## config.mk

```make
export PLATFORM = sky130hd
export DESIGN_NAME = scg_ram
export DESIGN_NICKNAME = d
export VERILOG_FILES = /design/src/sv/scg_ram.sv
export SDC_FILE = /design/constraint.sdc
export NUM_CORES = 1
export LEC_CHECK = 0
export BUFFER_PORTS_ARGS = -buffer_cell sky130_fd_sc_hd__buf_2
export CAP_MARGIN = 20
export CORE_MARGIN = 2
export CORE_UTILIZATION = 35
export DETAILED_ROUTE_END_ITERATION = 7
export SETUP_SLACK_MARGIN = 0.3
export SYNTH_ARGS = -nofsm -noshare
export SYNTH_HDL_FRONTEND = slang
export SYNTH_SLANG_ARGS = --single-unit
```

## constraint.sdc

```tcl
create_clock -name i_clk -period 2.1 [get_ports i_clk]
set_clock_uncertainty 0.05 [all_clocks]
set_input_delay 0.315 -clock i_clk [delete_from_list [all_inputs] [get_ports i_clk]]
set_output_delay 0.315 -clock i_clk [all_outputs]
set_load 0.005 [all_outputs]
```

## src/sv/scg_ram.sv

```systemverilog
module scg_ram #(
    parameter int DEPTH = 64,
    parameter int WIDTH = 8
) (
    input  logic                     i_clk,
    input  logic                     i_we,
    input  logic [$clog2(DEPTH)-1:0] i_waddr,
    input  logic [WIDTH-1:0]         i_wdata,
    input  logic                     i_re,
    input  logic [$clog2(DEPTH)-1:0] i_raddr,
    output logic [WIDTH-1:0]         o_rdata
);

    logic [WIDTH-1:0] r_mem [DEPTH];
    logic [WIDTH-1:0] r_rdata;

    always_ff @(posedge i_clk) begin
        if (i_we) begin
            r_mem[i_waddr] <= i_wdata;
        end
        if (i_re) begin
            r_rdata <= r_mem[i_raddr];
        end
    end

    assign o_rdata = r_rdata;

endmodule

```

* Word level (Yosys, flattened, before mapping)
Memories as Yosys holds them, arrays and structs flattened. A register that Yosys moved wholly into a read port is not among the register bits.
Cells that the tools add are included.
** Word-level totals
- Register bits after elaboration :: 0
- Memory bits (writable) :: 512
- Memories :: 1
- Output and inout bits :: 8
** Cells by class
- Mux-type cells :: 2
** Memory list
- r_mem :: depth 64, bits a word 8, read ports 1, clocked after Yosys merged registers in 1, wr ports 1, RTL line 14 : logic [WIDTH-1:0] r_mem [DEPTH];
** Operators by type and width (count)
- 1-bit two-way mux :: 2

* Depth between registers and ports, before layout
- Depth after elaboration :: 2
- Depth in mapped cells :: 9

* Worst setup path after synthesis
OpenSTA, ideal clock, no wires.
- Path kind :: input port to flip-flop
- Start :: input port i_raddr[1]
- End :: register r_rdata[3], in the netlist o_rdata[3] (read register of r_mem) (data pin)
- Data arrival time :: 1855 ps
- Setup slack :: -71 ps
- Setup time :: 266 ps
- Cell stages on the path :: 7
- Cells stage by stage :: buf_4 buf_2 buf_2 mux4_2 mux4_2 o21ai_1 o41ai_1
** RTL lines
- start: declaration :: RTL line 10 : input logic [$clog2(DEPTH)-1:0] i_raddr,
- end: declaration :: RTL line 15 : logic [WIDTH-1:0] r_rdata;

==> flow_summary.html <==
<table>
<tr><th>Metric</th><th>Value</th></tr>
<tr><th colspan="2">Detailed routing</th></tr>
<tr><td>Total routed wirelength</td><td>46200 um</td></tr>
<tr><td>Routed len/inst</td><td>23.81 um</td></tr>
<tr><td>Number of violations reported at the end of detailed-routing iteration 0</td><td>1017</td></tr>
<tr><td>DRC</td><td>0</td></tr>
<tr><td>First-pass iteration count of the detailed router</td><td>5</td></tr>
<tr><td>Count of nets left with antenna violations after detail routing</td><td>0</td></tr>
<tr><td>Routed via count divided by cell count</td><td>5.219</td></tr>
<tr><td>Vias after detailed routing</td><td>10124</td></tr>
<tr><th colspan="2">GRT</th></tr>
<tr><td>Vias in the first global route</td><td>10344</td></tr>
<tr><td>Largest net degree at the start of global routing</td><td>65</td></tr>
<tr><td>Overall global routing resource usage</td><td>15.77%</td></tr>
<tr><td>Number of antenna violations at the first check in global routing</td><td>2</td></tr>
<tr><td>Global route total overflow</td><td>0</td></tr>
<tr><td>Wire length of the first global-routing pass</td><td>68890 um</td></tr>
<tr><th colspan="2">Power and ir drop</th></tr>
<tr><td>Switching power total</td><td>4560 uW</td></tr>
<tr><td>Clk pwr share</td><td>40.9%</td></tr>
<tr><td>Power per cell area</td><td>891.5 mW/mm^2</td></tr>
<tr><td>Leak Pwr</td><td>0.007798 uW</td></tr>
<tr><td>Highest ir drop seen on vdd</td><td>630.2 uV</td></tr>
<tr><td>Sw Ratio</td><td>21.11%</td></tr>
<tr><td>Total power</td><td>21600 uW</td></tr>
<tr><td>Pint</td><td>17040 uW</td></tr>
<tr><td>Reg power frac</td><td>53.5%</td></tr>
<tr><td>Combinational share of power</td><td>5.6%</td></tr>
<tr><th colspan="2">CTS</th></tr>
<tr><td>CTS Root Cell</td><td>sky130_fd_sc_hd__clkbuf_16</td></tr>
<tr><td>CTS buffer count</td><td>53</td></tr>
<tr><td>Maximum buffer depth of the clock tree</td><td>3</td></tr>
<tr><td>Number of buffers inserted to repair setup after CTS</td><td>0</td></tr>
<tr><td>H-tree depth</td><td>2</td></tr>
<tr><td>Clock transition time at the flip-flop clock pins of the worst setup and hold paths</td><td>60 ps</td></tr>
<tr><td>TritonCTS clock tree</td><td>yes</td></tr>
<tr><td>Post-CTS Hold Fix Bufs</td><td>0</td></tr>
<tr><td>Clock latency of the later-clocked register in the worst-skew pair</td><td>600 ps</td></tr>
<tr><td>Number of clock sinks</td><td>520</td></tr>
<tr><th colspan="2">Setup path</th></tr>
<tr><td>Cell breakdown of the critical path</td><td>mux4_2, mux2_4, o221a_4, nor3_4, o32ai_2</td></tr>
<tr><td>Data required, critical path</td><td>2390 ps</td></tr>
<tr><td>Number of cells on the worst reg-to-reg path</td><td>5</td></tr>
<tr><td>Nature of the critical path startpoint</td><td>flop</td></tr>
<tr><td>Capturing element type of the critical path</td><td>flop</td></tr>
<tr><td>R2R Path Start</td><td>r_mem[20][4]</td></tr>
<tr><td>Critical Path Max Stage Delay</td><td>490 ps</td></tr>
<tr><td>Data arrival time of the critical path</td><td>2440 ps</td></tr>
<tr><td>Number of buffers and inverters on the critical path</td><td>0</td></tr>
<tr><td>Cell with the biggest individual delay on the critical path</td><td>sky130_fd_sc_hd__mux4_2</td></tr>
<tr><td>R2r setup slk</td><td>-60 ps</td></tr>
<tr><td>Type of the worst setup path</td><td>reg2reg</td></tr>
<tr><td>CP top delay family</td><td>multiplexers</td></tr>
<tr><td>Reg2reg end</td><td>o_rdata[4]</td></tr>
<tr><td>Critical path peak fanout</td><td>1</td></tr>
<tr><th colspan="2">Worst hold path</th></tr>
<tr><td>End point of the worst hold path</td><td>o_rdata[4]</td></tr>
<tr><td>Hold path cells</td><td>1</td></tr>
<tr><td>Path type of the worst min-delay path</td><td>in2reg</td></tr>
<tr><td>Hold Path Origin</td><td>i_re</td></tr>
<tr><th colspan="2">Timing</th></tr>
<tr><td>Crit share post-route</td><td>102.6%</td></tr>
<tr><td>Transition time of the tightest slew-check pin</td><td>1013 ps</td></tr>
<tr><td>FMAX</td><td>0.4640 GHz</td></tr>
<tr><td>Worst path setup slack after routing</td><td>-55.00 ps</td></tr>
<tr><td>Time the worst path needs with I/O delays and setup</td><td>2155 ps</td></tr>
<tr><td>Final number of max-transition violations</td><td>0</td></tr>
<tr><td>Setup repair after global routing missed its margin</td><td>true</td></tr>
<tr><td>Slew HR</td><td>32.44%</td></tr>
<tr><td>Setup-failing EPs final</td><td>1</td></tr>
<tr><td>Total negative slack for setup checks</td><td>-55.00 ps</td></tr>
<tr><td>Number of failing hold endpoints at the final stage</td><td>0</td></tr>
<tr><th colspan="2">Run</th></tr>
<tr><td>Max-cap violations</td><td>0</td></tr>
<tr><th colspan="2">Final layout</th></tr>
<tr><td>Fill cells</td><td>5017</td></tr>
<tr><td>Layout cells sized above 1</td><td>36.60%</td></tr>
<tr><td>Antenna diodes</td><td>0</td></tr>
<tr><td>Area delta synth-&gt;final</td><td>19.69%</td></tr>
<tr><td>Most frequent cells in the layout</td><td>sky130_fd_sc_hd__edfxtp_1, sky130_fd_sc_hd__buf_4, sky130_fd_sc_hd__mux4_2</td></tr>
<tr><td>Number of nets in the layout</td><td>1157</td></tr>
<tr><td>Leading cell type in the layout, fill and taps excluded</td><td>sky130_fd_sc_hd__edfxtp_1</td></tr>
<tr><th colspan="2">Place</th></tr>
<tr><td>Port-buffer cells</td><td>30</td></tr>
<tr><td>Post-Place Setup Slack</td><td>-654.5 ps</td></tr>
<tr><td>DP Wirelength</td><td>30360 um</td></tr>
<tr><td>Routability-driven placement congestion ratio</td><td>0.8258</td></tr>
<tr><th colspan="2">Floorplan</th></tr>
<tr><td>Die height</td><td>244.5 um</td></tr>
<tr><td>Initial Util</td><td>35.23%</td></tr>
<tr><td>Horiz. Die Dim</td><td>244.5 um</td></tr>
<tr><td>Top Ports</td><td>31</td></tr>
<tr><td>Core outline area</td><td>0.05748 mm^2</td></tr>
<tr><td>Die Outline Area</td><td>0.05979 mm^2</td></tr>
<tr><td>Number of placement rows</td><td>88</td></tr>
<tr><th colspan="2">Logic synthesis</th></tr>
<tr><td>Number of synthesized register bits</td><td>520</td></tr>
<tr><td>Synthesized area divided by synthesized cell count</td><td>21.54 um^2</td></tr>
<tr><td>Distinct cells, synth</td><td>39</td></tr>
<tr><td>Yosys warning total</td><td>0</td></tr>
<tr><td>Synthesized netlist cell count</td><td>940</td></tr>
<tr><td>Number of nets in the synthesized netlist</td><td>963</td></tr>
<tr><td>Fraction of the yosys area taken by sequential cells</td><td>77.12%</td></tr>
<tr><td>Area of the mapped netlist</td><td>0.02025 mm^2</td></tr>
<tr><th colspan="2">Outcome</th></tr>
<tr><td>Failing checks</td><td>negative setup slack</td></tr>
<tr><td>Run status</td><td>complete, but fails checks</td></tr>
</table>
per-layer routing:
metal,wire length (um),vias up,global-route usage [%]
met1,20130,5389,21.84
met4,1072,2,4.376
li1,-,4332,-
met5,10,-,0
met3,2818,79,3.885
met2,22170,322,24.88
how the worst max path moves through the flow:
stage                      start         end  cells after the start
global placement      i_raddr[0]  o_rdata[4]                      6
finish              r_mem[20][4]  o_rdata[4]                      5
floorplan             i_raddr[0]  o_rdata[7]                      7
global route        r_mem[16][4]  o_rdata[4]                      5
detailed placement    i_raddr[0]  o_rdata[4]                      6
CTS                 r_mem[20][4]  o_rdata[4]                      5
synth_stat cells (all sizes together):
cell | n | area share, %
mux2i | 23 | 1.1
a21oi | 3 | 0.074
a22oi | 3 | 0.11
nor3 | 7 | 0.17
o22ai | 8 | 0.25
mux2 | 13 | 0.72
nand4 | 2 | 0.062
o221ai | 8 | 0.35
mux4 | 126 | 14
a2111oi | 2 | 0.087
nor4 | 2 | 0.062
a211oi | 4 | 0.15
nand4b | 1 | 0.043
nand2 | 19 | 0.35
nor2b | 14 | 0.43
and2 | 1 | 0.031
o32ai | 2 | 0.087
nand3 | 13 | 0.32
nor2 | 83 | 1.5
a221oi | 6 | 0.26
o2bb2ai | 3 | 0.13
edfxtp | 520 | 77
clkbuf | 17 | 0.32
o221a | 2 | 0.11
o41ai | 2 | 0.087
o311ai | 1 | 0.043
nand2b | 7 | 0.22
or3 | 1 | 0.031
a31oi | 1 | 0.031
nand3b | 3 | 0.11
o21ai | 4 | 0.099
o21a | 2 | 0.074
buf | 34 | 1.2
o2111ai | 3 | 0.13
metrics by stage:
step	area, um^2	utilization [%]	hold slack (ps)	cells
after detailed placement	22510	39.16	676.4	1844
after global placement	22510	39.16	678.2	1844
after floorplan	20310	-	363.9	940
after global routing	24230	42.16	47.76	1940
final	24230	42.16	94.51	1940
after CTS	24210	42.12	36.77	1940
timing repair:
action | 4_1_cts | 5_1_grt
endpoints found under the hold margin | 0 | 0
resized for setup | 19 | 6
pin swaps | 4 | 3
endpoints found under the setup margin | 8 | 8
flip-flops by register name, indices dropped and copies added, names as in the netlist:
| signal | flops |
|---|---|
| o_rdata | 8 |
| r_mem | 512 |
power groups by stage:
stage | registers, uW | clock network [uW] | logic, uW
after floorplan | 11700 | 0 | 623
after global placement | 11800 | 0 | 1190
after detailed placement | 11800 | 0 | 1200
after CTS | 11500 | 9050 | 1230
after global routing | 11600 | 9490 | 1310
final | 11600 | 8830 | 1220
layout make-up:
| class | count | area [um^2] | area share (%) |
|---|---|---|---|
| Timing Repair Buffer | 190 | 1592 | 6.568 |
| Clock inverter | 33 | 255.2 | 1.053 |
| Sequential cell | 520 | 15620 | 64.44 |
| Multi-Input combinational cell | 369 | 4451 | 18.37 |
| Tap cell | 765 | 957.2 | 3.950 |
| Clock buffer | 63 | 1364 | 5.628 |
cells by family after synthesis:
kind of cell    synth area share (%)
flops                          77.12
mux                            15.88
simple gates                   3.374
compound gates                 2.064
buf+inv                        1.563
(Power assumes the default switching activity.)
